### src/hw/rtl/dtt_pkg.sv
package dtt_pkg;

  localparam int NUM_SLOTS_DEF = 16;

  localparam int IN_DATA_W  = 64;
  localparam int OUT_DATA_W = 40;

  localparam logic [30:0] WAIT_MAX = 31'h7FFF_FFFF;

  // request selector carried in s_axis_tuser
  typedef enum logic [1:0] {
    ACT_SET   = 2'd0,
    ACT_KILL  = 2'd1,
    ACT_CHECK = 2'd2
  } act_e;

  // result kind carried in m_axis_tuser
  typedef enum logic [1:0] {
    KIND_SET   = 2'd0,
    KIND_KILL  = 2'd1,
    KIND_FIRED = 2'd2,
    KIND_DONE  = 2'd3
  } kind_e;

  // what to do with the smallest queued key found by a scan
  typedef enum logic [1:0] {
    DEC_FINISH = 2'd0,
    DEC_REKEY  = 2'd1,
    DEC_FIRE   = 2'd2,
    DEC_DROP   = 2'd3
  } dec_e;

  typedef enum logic [2:0] {
    ST_IDLE   = 3'd0,
    ST_EXEC   = 3'd1,
    ST_SCAN   = 3'd2,
    ST_DRAIN  = 3'd3,
    ST_DECIDE = 3'd4
  } state_e;

  typedef struct packed {
    logic latch_in;
    logic exec_sk;
    logic scan_init;
    logic scan_step;
    logic decide;
  } cmd_t;

  typedef struct packed {
    logic [1:0] act;
    dec_e       dec;
    logic       out_free;
    logic       scan_last;
  } sts_t;

endpackage

### src/hw/rtl/deadline_timer_table_unit.sv
// table of one-shot timers, ordered by queue key
//
// s_axis: one request per beat. set arms a slot with deadline now+delay (delay 0
//   cancels), kill marks a queued slot to be dropped silently, check handles all
//   due keys in ascending order, ties to the lower slot.
// m_axis: one beat per result. set and kill give a single beat; check gives one
//   fired beat per expired slot, then a finishing beat with the wait to the next
//   queued key (0 if none), which carries tlast.
// flow: a set or kill result is registered from the exec state, which holds until
//   the output register is free. every step of a check is a full pass over the
//   key store, one slot a cycle through its single read port, then a drain and a
//   decision state; the decision waits for a free output register when it gives
//   a beat. a check takes one step per due entry handled (fired, dropped or
//   re-keyed) and one more that finds nothing due and gives the finishing beat.
//   a new request is taken only once the block is back in idle.
// stall: results sit in an output register; the next request is still taken
//   while a result waits, and the block then holds until the register frees.
// reset: all slots idle, no kill pending; the deadline and key stores need no
//   clearing since a slot's values are only used once a set has queued it.
module deadline_timer_table_unit #(
  parameter int NUM_SLOTS = dtt_pkg::NUM_SLOTS_DEF
) (
  input  logic                           clk_i,
  input  logic                           rst_ni,
  // request channel
  input  logic                           s_axis_tvalid,
  output logic                           s_axis_tready,
  // tdata: timer_id[3:0], delay[27:4], now_time[58:28], zero fill
  input  logic [dtt_pkg::IN_DATA_W-1:0]  s_axis_tdata,
  // tuser: action[1:0]
  input  logic [1:0]                     s_axis_tuser,
  // result channel
  output logic                           m_axis_tvalid,
  input  logic                           m_axis_tready,
  // tdata: slot[3:0], was_idle[4], next_wait[35:5], zero fill
  output logic [dtt_pkg::OUT_DATA_W-1:0] m_axis_tdata,
  // tuser: kind[1:0]
  output logic [1:0]                     m_axis_tuser,
  output logic                           m_axis_tlast
);

  dtt_pkg::cmd_t cmd;
  dtt_pkg::sts_t sts;

  // sequencing of request, scan passes and decisions
  dtt_ctrl u_ctrl (
    .clk_i      (clk_i),
    .rst_ni     (rst_ni),
    .in_valid_i (s_axis_tvalid),
    .in_ready_o (s_axis_tready),
    .sts_i      (sts),
    .cmd_o      (cmd)
  );

  // slot stores, minimum search and result register
  dtt_datapath #(
    .NUM_SLOTS (NUM_SLOTS)
  ) u_datapath (
    .clk_i       (clk_i),
    .rst_ni      (rst_ni),
    .cmd_i       (cmd),
    .sts_o       (sts),
    .in_user_i   (s_axis_tuser),
    .in_data_i   (s_axis_tdata),
    .out_valid_o (m_axis_tvalid),
    .out_ready_i (m_axis_tready),
    .out_user_o  (m_axis_tuser),
    .out_data_o  (m_axis_tdata),
    .out_last_o  (m_axis_tlast)
  );

endmodule

### src/hw/rtl/dtt_ctrl.sv
module dtt_ctrl (
  input  logic          clk_i,
  input  logic          rst_ni,
  input  logic          in_valid_i,
  output logic          in_ready_o,
  input  dtt_pkg::sts_t sts_i,
  output dtt_pkg::cmd_t cmd_o
);

  dtt_pkg::state_e state_q, state_d;

  always_ff @(posedge clk_i or negedge rst_ni) begin
    if (!rst_ni) begin
      state_q <= dtt_pkg::ST_IDLE;
    end else begin
      state_q <= state_d;
    end
  end

  always_comb begin
    logic need_out;
    state_d    = state_q;
    cmd_o      = '0;
    in_ready_o = 1'b0;
    need_out   = (sts_i.dec == dtt_pkg::DEC_FINISH) || (sts_i.dec == dtt_pkg::DEC_FIRE);
    unique case (state_q)
      dtt_pkg::ST_IDLE: begin
        in_ready_o = 1'b1;
        if (in_valid_i) begin
          cmd_o.latch_in = 1'b1;
          state_d        = dtt_pkg::ST_EXEC;
        end
      end
      dtt_pkg::ST_EXEC: begin
        case (sts_i.act)
          dtt_pkg::ACT_SET, dtt_pkg::ACT_KILL: begin
            if (sts_i.out_free) begin
              cmd_o.exec_sk = 1'b1;
              state_d       = dtt_pkg::ST_IDLE;
            end
          end
          dtt_pkg::ACT_CHECK: begin
            cmd_o.scan_init = 1'b1;
            state_d         = dtt_pkg::ST_SCAN;
          end
          default: begin
            state_d = dtt_pkg::ST_IDLE;
          end
        endcase
      end
      dtt_pkg::ST_SCAN: begin
        cmd_o.scan_step = 1'b1;
        if (sts_i.scan_last) begin
          state_d = dtt_pkg::ST_DRAIN;
        end
      end
      dtt_pkg::ST_DRAIN: begin
        state_d = dtt_pkg::ST_DECIDE;
      end
      dtt_pkg::ST_DECIDE: begin
        if (!need_out || sts_i.out_free) begin
          cmd_o.decide = 1'b1;
          if (sts_i.dec == dtt_pkg::DEC_FINISH) begin
            state_d = dtt_pkg::ST_IDLE;
          end else begin
            cmd_o.scan_init = 1'b1;
            state_d         = dtt_pkg::ST_SCAN;
          end
        end
      end
      default: begin
        state_d = dtt_pkg::ST_IDLE;
      end
    endcase
  end

endmodule

### src/hw/rtl/dtt_datapath.sv
module dtt_datapath #(
  parameter int NUM_SLOTS = dtt_pkg::NUM_SLOTS_DEF
) (
  input  logic                           clk_i,
  input  logic                           rst_ni,
  input  dtt_pkg::cmd_t                  cmd_i,
  output dtt_pkg::sts_t                  sts_o,
  input  logic [1:0]                     in_user_i,
  input  logic [dtt_pkg::IN_DATA_W-1:0]  in_data_i,
  output logic                           out_valid_o,
  input  logic                           out_ready_i,
  output logic [1:0]                     out_user_o,
  output logic [dtt_pkg::OUT_DATA_W-1:0] out_data_o,
  output logic                           out_last_o
);

  localparam int IDX_W = (NUM_SLOTS > 1) ? $clog2(NUM_SLOTS) : 1;

  // latched request
  logic [1:0]  act_q;
  logic [3:0]  id_q;
  logic [23:0] delay_q;
  logic [30:0] now_q;

  // per-slot flags
  logic [NUM_SLOTS-1:0] queued_q, queued_d;
  logic [NUM_SLOTS-1:0] kp_q, kp_d;

  // deadline and queue key stores
  logic [31:0] dl_mem  [NUM_SLOTS];
  logic [31:0] key_mem [NUM_SLOTS];

  // scan pipeline
  logic [IDX_W-1:0] cnt_q;
  logic             rd_vld_q;
  logic [IDX_W-1:0] rd_idx_q;
  logic [31:0]      rd_key_q;
  logic [31:0]      rd_dl_q;

  logic             found_q;
  logic [IDX_W-1:0] best_idx_q;
  logic [31:0]      best_key_q;
  logic [31:0]      best_dl_q;

  // output register
  logic            out_valid_q;
  dtt_pkg::kind_e  out_kind_q;
  logic [3:0]      out_slot_q;
  logic            out_idle_q;
  logic [30:0]     out_wait_q;
  logic            out_last_q;

  logic             id_ok;
  logic [IDX_W-1:0] id_idx;
  logic             id_queued;
  logic [31:0]      now_w;
  logic [31:0]      new_dl;
  logic [31:0]      diff;
  dtt_pkg::dec_e    dec;
  logic [30:0]      wait_v;
  logic             is_set, is_kill;
  logic             emit;
  logic             out_free;
  logic             key_we;
  logic [IDX_W-1:0] key_wa;
  logic [31:0]      key_wd;
  logic             take;

  assign id_ok     = 32'(id_q) < NUM_SLOTS;
  assign id_idx    = IDX_W'(id_q);
  assign id_queued = id_ok && queued_q[id_idx];
  assign now_w     = 32'(now_q);
  assign new_dl    = (delay_q == 24'd0) ? 32'd0 : now_w + 32'(delay_q);
  assign diff      = best_key_q - now_w;
  assign is_set    = (act_q == dtt_pkg::ACT_SET);
  assign is_kill   = (act_q == dtt_pkg::ACT_KILL);
  assign out_free  = !out_valid_q || out_ready_i;

  always_comb begin
    dec    = dtt_pkg::DEC_FINISH;
    wait_v = '0;
    priority if (!found_q) begin
      dec = dtt_pkg::DEC_FINISH;
    end else if (best_key_q > now_w) begin
      dec    = dtt_pkg::DEC_FINISH;
      wait_v = diff[31] ? dtt_pkg::WAIT_MAX : diff[30:0];
    end else if (best_dl_q > now_w) begin
      dec = dtt_pkg::DEC_REKEY;
    end else if (kp_q[best_idx_q] || (best_dl_q == 32'd0)) begin
      dec = dtt_pkg::DEC_DROP;
    end else begin
      dec = dtt_pkg::DEC_FIRE;
    end
  end

  assign emit = cmd_i.exec_sk ||
                (cmd_i.decide && ((dec == dtt_pkg::DEC_FINISH) || (dec == dtt_pkg::DEC_FIRE)));

  assign sts_o.act       = act_q;
  assign sts_o.dec       = dec;
  assign sts_o.out_free  = out_free;
  assign sts_o.scan_last = (cnt_q == IDX_W'(NUM_SLOTS - 1));

  // flag updates
  always_comb begin
    queued_d = queued_q;
    kp_d     = kp_q;
    if (cmd_i.exec_sk && is_set && id_ok) begin
      queued_d[id_idx] = 1'b1;
    end
    if (cmd_i.exec_sk && is_kill && id_queued) begin
      kp_d[id_idx] = 1'b1;
    end
    if (cmd_i.decide && ((dec == dtt_pkg::DEC_FIRE) || (dec == dtt_pkg::DEC_DROP))) begin
      queued_d[best_idx_q] = 1'b0;
      kp_d[best_idx_q]     = 1'b0;
    end
  end

  // key store write port: new entry on set, re-key on a stale due key
  always_comb begin
    key_we = 1'b0;
    key_wa = id_idx;
    key_wd = new_dl;
    if (cmd_i.exec_sk && is_set && id_ok && !queued_q[id_idx]) begin
      key_we = 1'b1;
    end else if (cmd_i.decide && (dec == dtt_pkg::DEC_REKEY)) begin
      key_we = 1'b1;
      key_wa = best_idx_q;
      key_wd = best_dl_q;
    end
  end

  assign take = rd_vld_q && queued_q[rd_idx_q] && (!found_q || (rd_key_q < best_key_q));

  always_ff @(posedge clk_i) begin
    if (cmd_i.latch_in) begin
      act_q   <= in_user_i;
      id_q    <= in_data_i[3:0];
      delay_q <= in_data_i[27:4];
      now_q   <= in_data_i[58:28];
    end
    if (cmd_i.exec_sk && is_set && id_ok) begin
      dl_mem[id_idx] <= new_dl;
    end
    if (key_we) begin
      key_mem[key_wa] <= key_wd;
    end
    if (cmd_i.scan_step) begin
      rd_key_q <= key_mem[cnt_q];
      rd_dl_q  <= dl_mem[cnt_q];
      rd_idx_q <= cnt_q;
    end
    if (take) begin
      best_idx_q <= rd_idx_q;
      best_key_q <= rd_key_q;
      best_dl_q  <= rd_dl_q;
    end
  end

  always_ff @(posedge clk_i or negedge rst_ni) begin
    if (!rst_ni) begin
      queued_q    <= '0;
      kp_q        <= '0;
      cnt_q       <= '0;
      rd_vld_q    <= 1'b0;
      found_q     <= 1'b0;
      out_valid_q <= 1'b0;
    end else begin
      queued_q <= queued_d;
      kp_q     <= kp_d;
      rd_vld_q <= cmd_i.scan_step;
      if (cmd_i.scan_init) begin
        cnt_q   <= '0;
        found_q <= 1'b0;
      end else begin
        if (cmd_i.scan_step) begin
          cnt_q <= cnt_q + IDX_W'(1);
        end
        if (take) begin
          found_q <= 1'b1;
        end
      end
      if (emit) begin
        out_valid_q <= 1'b1;
      end else if (out_ready_i) begin
        out_valid_q <= 1'b0;
      end
    end
  end

  always_ff @(posedge clk_i) begin
    if (emit) begin
      if (cmd_i.exec_sk) begin
        out_kind_q <= is_set ? dtt_pkg::KIND_SET : dtt_pkg::KIND_KILL;
        out_slot_q <= id_q;
        out_idle_q <= is_kill && !id_queued;
        out_wait_q <= '0;
        out_last_q <= 1'b1;
      end else if (dec == dtt_pkg::DEC_FIRE) begin
        out_kind_q <= dtt_pkg::KIND_FIRED;
        out_slot_q <= 4'(best_idx_q);
        out_idle_q <= 1'b0;
        out_wait_q <= '0;
        out_last_q <= 1'b0;
      end else begin
        out_kind_q <= dtt_pkg::KIND_DONE;
        out_slot_q <= '0;
        out_idle_q <= 1'b0;
        out_wait_q <= wait_v;
        out_last_q <= 1'b1;
      end
    end
  end

  assign out_valid_o = out_valid_q;
  assign out_user_o  = out_kind_q;
  assign out_data_o  = {4'b0, out_wait_q, out_idle_q, out_slot_q};
  assign out_last_o  = out_last_q;

  a_kill_needs_queue: assert property (@(posedge clk_i) disable iff (!rst_ni)
    (kp_q & ~queued_q) == '0)
    else $error("kill pending on a slot that is not queued");

  a_emit_into_free: assert property (@(posedge clk_i) disable iff (!rst_ni)
    emit |-> out_free)
    else $error("result loaded over a beat not yet taken");

  a_last_by_kind: assert property (@(posedge clk_i) disable iff (!rst_ni)
    out_valid_q |-> (out_last_q == (out_kind_q != dtt_pkg::KIND_FIRED)))
    else $error("last flag does not match result kind");

  a_scan_from_zero: assert property (@(posedge clk_i) disable iff (!rst_ni)
    cmd_i.scan_init |=> (cnt_q == '0) && !found_q)
    else $error("scan did not restart from the first slot");

endmodule

### config.mk
export PLATFORM = sky130hd
export DESIGN_NAME = deadline_timer_table_unit
export DESIGN_NICKNAME = d
export VERILOG_FILES = /design/src/hw/rtl/dtt_pkg.sv /design/src/hw/rtl/deadline_timer_table_unit.sv /design/src/hw/rtl/dtt_ctrl.sv /design/src/hw/rtl/dtt_datapath.sv
export SDC_FILE = /design/constraint.sdc
export NUM_CORES = 2
export LEC_CHECK = 0
export ABC_AREA = 1
export BUFFER_PORTS_ARGS = -buffer_cell sky130_fd_sc_hd__buf_4
export CAP_MARGIN = 20
export CORE_ASPECT_RATIO = 0.5
export CORE_MARGIN = 2
export CORE_UTILIZATION = 33
export DETAILED_ROUTE_END_ITERATION = 12
export HOLD_SLACK_MARGIN = 0.06
export PLACE_DENSITY_LB_ADDON = 0.15
export SLEW_MARGIN = 25
export SYNTH_ARGS = -nofsm -noshare
export SYNTH_HDL_FRONTEND = slang
export SYNTH_HIERARCHICAL = 1
export SYNTH_SLANG_ARGS = --single-unit
### constraint.sdc
create_clock -name clk_i -period 10.3 [get_ports clk_i]
set_input_delay 0 -clock clk_i [delete_from_list [all_inputs] [get_ports clk_i]]
set_output_delay 0 -clock clk_i [all_outputs]
set_load 0.005 [all_outputs]
After elaboration in Yosys (flattened, before gate mapping)
Memories as Yosys holds them, arrays and structs flattened. A register that Yosys moved wholly into a read port is not among the register bits.
Index checks and enable logic that the tools add are counted.
{"block": "classes", "n_addsub": 3, "mux": 62, "bitwise_logic": 7, "n_reduce_logical": 34, "eq_ne": 14, "magnitude_cmp": 8}
{"cell": "$mux 32", "count": 3}
{"cell": "$gt 32x31->1", "count": 2}
{"cell": "$mux 16", "count": 4}
{"cell": "$add 31x24->32", "count": 1}
{"cell": "$and 16x16->16", "count": 2}
{"cell": "$logic_not 32->1", "count": 1}
{"cell": "$lt 32x32->1", "count": 1}
{"cell": "$or 16x16->16", "count": 2}
{"cell": "$sub 32x31->32", "count": 1}
{"cell": "$mux 1", "count": 31}
{"cell": "$mux 31", "count": 1}
{"cell": "$logic_not 24->1", "count": 1}
{"cell": "$mux 4", "count": 6}
{"cell": "$not 16->16", "count": 1}
{"cell": "$lt 4x5->1 const B", "count": 3}
{"cell": "$pmux 3 s5", "count": 1}
{"cell": "$bmux 1 s4", "count": 3}
{"cell": "$logic_and 1x1->1", "count": 12}
{"cell": "$mux 3", "count": 4}
{"cell": "$mux 2", "count": 5}
{"cell": "$demux 1 s4", "count": 2}
{"cell": "$ge 4x1->1 const B", "count": 2}
{"cell": "$logic_or 1x1->1", "count": 7}
{"cell": "$eq 2x2->1 const B", "count": 3}
{"cell": "other kinds (19)", "count": 29}
{"block": "word_totals", "regBits": 214, "mem_bits_rw": 1024, "output_inout_bits": 45, "n_memories": 2}
{"memory": "u_datapath.dl_mem", "depth": 16, "width": 32, "rd": 1, "rd_clocked_by_memory_dff": 1, "wr": 1, "line": "dtt_datapath.sv:30", "source": "logic [31:0] dl_mem [NUM_SLOTS];"}
{"memory": "u_datapath.key_mem", "depth": 16, "width": 32, "rd": 1, "rd_clocked_by_memory_dff": 1, "wr": 1, "line": "dtt_datapath.sv:31", "source": "logic [31:0] key_mem [NUM_SLOTS];"}

Depth between registers and ports, before layout
{"block": "logic_depth", "word_depth": 18, "ltp_mapped": 27}

Cells and area by module
The synthesis kept the hierarchy.
{"mod": "dtt_datapath", "area_per_inst_um2": 54558.6, "cells_each": 4417, "n_inst": 1, "seq_area_each_um2": 38812.2}
{"mod": "dtt_ctrl", "area_per_inst_um2": 244.0, "cells_each": 43, "n_inst": 1, "seq_area_each_um2": 75.1}

Least setup slack after synthesis
Ideal clock, no wire load.
{"block": "synth_timing", "path_type": "register to register", "startpoint": "register u_datapath.rd_key_q[17], read port of u_datapath.key_mem", "endpoint": "register u_datapath.best_dl_q[0] (enable)", "arrival_time_ps": 4609, "path_slack_ps": 5174, "n_path_buf": 0, "setup_time_ps": 517, "path_stages_with_launch": 9, "path_cell_list": "edfxtp_1 > ha_1 > a21oi_1 > nor2_1 > a211oi_1 > o221ai_1 > a21oi_1 > nand2_1 > a21oi_1"}
{"block": "synth_via", "elab_chain_len": 3}
{"element": "start: declaration", "line": "dtt_datapath.sv:37", "source": "logic [31:0] rd_key_q;"}
{"element": "$lt 32x32->1", "line": "dtt_datapath.sv:134", "source": "assign take = rd_vld_q && queued_q[rd_idx_q] && (!found_q || (rd_key_q < best_key_q));"}
{"element": "$logic_or 1x1->1", "line": "dtt_datapath.sv:134"}
{"element": "$logic_and 1x1->1", "line": "dtt_datapath.sv:134"}
{"element": "net u_datapath.take", "line": "dtt_datapath.sv:67", "source": "logic take;"}
{"element": "end signal: assignment", "line": "dtt_datapath.sv:157", "source": "best_dl_q <= rd_dl_q;"}
{"element": "end: declaration", "line": "dtt_datapath.sv:43", "source": "logic [31:0] best_dl_q;"}
The timed path passes the listed nets, and every way through them passes these cells.
A chain may end at the register's enable or synchronous reset.

==> results.py <==
metrics = {
    "status": {
        "status": "finished clean",
    },
    "power_and_ir_drop": {
        "ir_drop_v": 0.000207,
        "power.internal_uw": 10900,
        "leakagePower_uw": 0.0218,
        "pwr-share-comb_pct": 32.6,
        "cellPowerDensity_nw_per_um2": 275,
        "power_frac_seq_pct": 42.0,
        "p_clk_share_pct": 25.3,
        "netSwitchingPower_uw": 6550,
        "p_sw_share_pct": 37.5,
    },
    "worst_setup_path": {
        "critical_path_class": "flip-flop to flip-flop",
        "critical_path_arrival_ps": 6000,
        "reg2reg_slack_ps": 4650,
        "worstPathMaxFanout": 32,
        "endpoint_kind": "flip-flop",
        "reg2regPathDepth": 19,
        "cp_data_required_time_ps": 10650,
        "r2r_end": "u_datapath/key_mem[1][4]",
        "timing.rr.start": "u_datapath/now_q[24]",
        "cp-start-kind": "flip-flop",
    },
    "global_routing": {
        "antenna_found_initial": 3,
        "grt_max_degree": 200,
        "grt_pass1_vias": 35800,
        "grt_overflow_total": 0,
        "track_usage_pct": 20.6,
        "grt_pass1_wl_mm": 254,
    },
    "yosys": {
        "synth_top_family_by_area": "compound AO/OA/AOI/OAI gates",
        "synth_area_um2": 54800,
        "synth.ff_latch_count": 1302,
        "synth-simple-area-share_pct": 10.7,
        "yosysSeqAreaShare_pct": 71.0,
        "synth_cell_types": 52,
        "synth_xor_area_share_pct": 0.607,
        "synth-adder-area-share_pct": 2.77,
        "post_synth_mux_area_share_pct": 0,
        "synth_compound_area_share_pct": 11.7,
        "yosysWarnings": 6,
        "synth.avg_cell_area_um2": 12.3,
        "synth_cells": 4460,
    },
    "layout": {
        "seq_area_um2": 38900,
        "syn_to_final_growth_pct": 16.0,
        "finalInstanceArea_um2": 63600,
        "drive_gt1_share_pct": 9.66,
        "fillers": 15700,
        "nets": 4861,
        "multi_input_area_um2": 14500,
        "n_antenna_cell": 0,
        "final_cell_mix": "edfxtp_1, nor2_1, o21ai_0, nand2_1, inv_1",
        "final_common_cell": "edfxtp_1",
    },
    "sta": {
        "slew_headroom_pct": 28.6,
        "totalNegativeSetupSlack_ps": 0,
        "rsz0062_at_grt": "no",
        "hold_viol_final": 0,
        "worst_pin_slew_ps": 1070,
        "fin_skew_ps": 67.9,
        "fmax_ghz": 0.177,
        "period_minus_slack_ps": 5650,
        "setup_viol": 0,
        "drv_slew": 0,
        "finalCritPeriodShare_pct": 54.9,
    },
    "die": {
        "die-width_um": 580,
        "initial_core_util_pct": 33.3,
        "rows": 105,
        "io_pins": 115,
        "coreArea_um2": 164000,
        "die_h_um": 292,
        "die_area_um2": 170000,
    },
    "detailed_routing": {
        "drt_iter0_markers": 3573,
        "drc": 0,
        "route.vias.total": 37300,
        "first_pass_iters": 6,
        "wire_per_inst_um": 25.7,
        "routed_wirelength_mm": 179,
        "drt-vias-per-instance": 5.35,
        "antenna_left": 0,
    },
    "placed_design": {
        "place_area_um2": 58400,
        "portBuffers": 105,
        "gp_congestion": 0.918,
        "hpwl_mm": 104,
    },
    "clock_network": {
        "clk_pin_slew_worst_paths_ps": 70,
        "cts_resized": 0,
        "clk_path_buf_depth": 3,
        "clock_sinks": 1302,
        "htree_num_levels": 3,
        "cts-root-buf": "clkbuf_16",
        "cts_tree": "done",
        "clk_latency_ps": 780,
        "cts_buffers": 121,
    },
    "min_path": {
        "holdCritPathClass": "input pin to asynchronous set/reset pin",
    },
    "flow_run": {
        "cap_violations": 0,
    },
}
cells by family (layout without fill, tap and decap cells):
kind of cell | Yosys count | after routing
buffers and inverters | 458 | 766
DFF | 1302 | 1302
AOI/OAI and AO/OA | 1128 | 1128
adders and majority gates | 120 | 120
other | 1 | 4
and+or+nand+nor | 1413 | 1413
xor gates and xnor gates | 38 | 38
power by group through the flow:
stage               clock (uW)  combinational, uW  sequential [uW]
detailed placement           0               5620             7440
global placement             0               5500             7450
finish                    4430               5700             7340
global route              4730               6260             7360
floorplan                    0               3400             7270
CTS                       4520               5680             7340
cell type report:
cell class | instances | area share (%)
sequential | 1302 | 61.2
multi-input combinational | 2703 | 22.7
clock buffer | 156 | 5.00
timing repair buffer | 314 | 4.35
tap | 2193 | 4.32
inverter | 229 | 1.38
clock inverter | 67 | 1.02
cell usage after synthesis (all sizes together):
cell        n  area, um2
a22oi       6       45.0
o21a        5       37.5
clkbuf    201        754
nand2     485       1890
or2         3       18.8
a21boi      3       22.5
o22ai     158        988
o211a       1       10.0
dfrtp      42       1050
o221ai    101        885
o211ai     37        278
buf        28        169
nand4      15       93.8
edfxtp   1260      37800
o21ai     607       3040
and2        2       12.5
nor4       18        113
fa          2       40.0
o31a        1       8.76
a211oi      2       15.0
inv       227        852
xor2       25        219
nor3       46        267
a21o        9       67.6
nand3     161        816
xnor2      13        114
nor2      681       2620
a2bb2oi     1       8.76
a31oi      16        100
conb        1       3.75
o31ai       2       15.0
a21oi     173        873
nand3b      2       15.0
clkinv      2       7.51
ha        118       1480
o21bai      6       45.0
layer usage:
layer	track usage (%)	up-vias	share of wire (%)
met5	0	-	0
li1	-	16700	-
met1	30.0	19100	46
met2	32.2	1236	45
met3	3.49	218	6.8
met4	4.89	0	2.2
stage by stage:
stage	utilization (%)	total power [uW]	hold WS, ps	std cells	worst slack [ps]
final	38.6	17500	349	6964	4650
after CTS	38.6	17500	283	6963	4740
after detailed placement	35.5	13100	95.4	6613	4790
after floorplan	-	10700	-296	4463	5170
after global routing	38.6	18300	343	6964	4300
after global placement	35.5	12900	82.7	6612	4790
critical path, stage by stage (launching register included):
cell	delay, ps
edfxtp_1	570
inv_1	260
ha_1	350
nand2_1	50
nor2_1	110
nand2_1	90
nor2_1	270
nand2_1	90
nand2_1	210
nand2_1	80
o211ai_1	150
nand2_1	110
inv_1	90
nor2_1	60
nor4_1	460
nand3_1	330
o21ai_1	780
nand3_2	340
nor2_4	150
buf_4	680
worst max-delay path by stage:
stage	startpoint	endpoint	slack, ps
finish	u_datapath/now_q[24]	u_datapath/key_mem[1][4]	4650
global route	u_datapath/best_dl_q[22]	u_datapath/key_mem[1][4]	4300
CTS	u_datapath/now_q[24]	u_datapath/key_mem[1][4]	4740
detailed placement	u_datapath/now_q[24]	u_datapath/key_mem[3][24]	4790
global placement	u_datapath/now_q[24]	u_datapath/key_mem[2][18]	4790
floorplan	u_datapath/rd_key_q[17]	u_datapath/best_dl_q[0]	5170
state kept, by name (all words and copies together), names as in the netlist, 24 cells and up:
signal / flops
u_datapath/best_dl_q: 32
u_datapath/out_wait_q: 31
u_datapath/delay_q: 24
u_datapath/rd_key_q: 32
u_datapath/key_mem: 512
u_datapath/dl_mem: 512
u_datapath/now_q: 31
u_datapath/best_key_q: 32
u_datapath/rd_dl_q: 32
what timing repair did:
| action | 4_1_cts | 5_1_grt |
|---|---|---|
| setup buffers | 0 | 0 |
| hold buffers | 127 | 0 |
| endpoints found under the hold margin | 114 | 0 |
No activity file was read; power rests on OpenSTA's default activity.
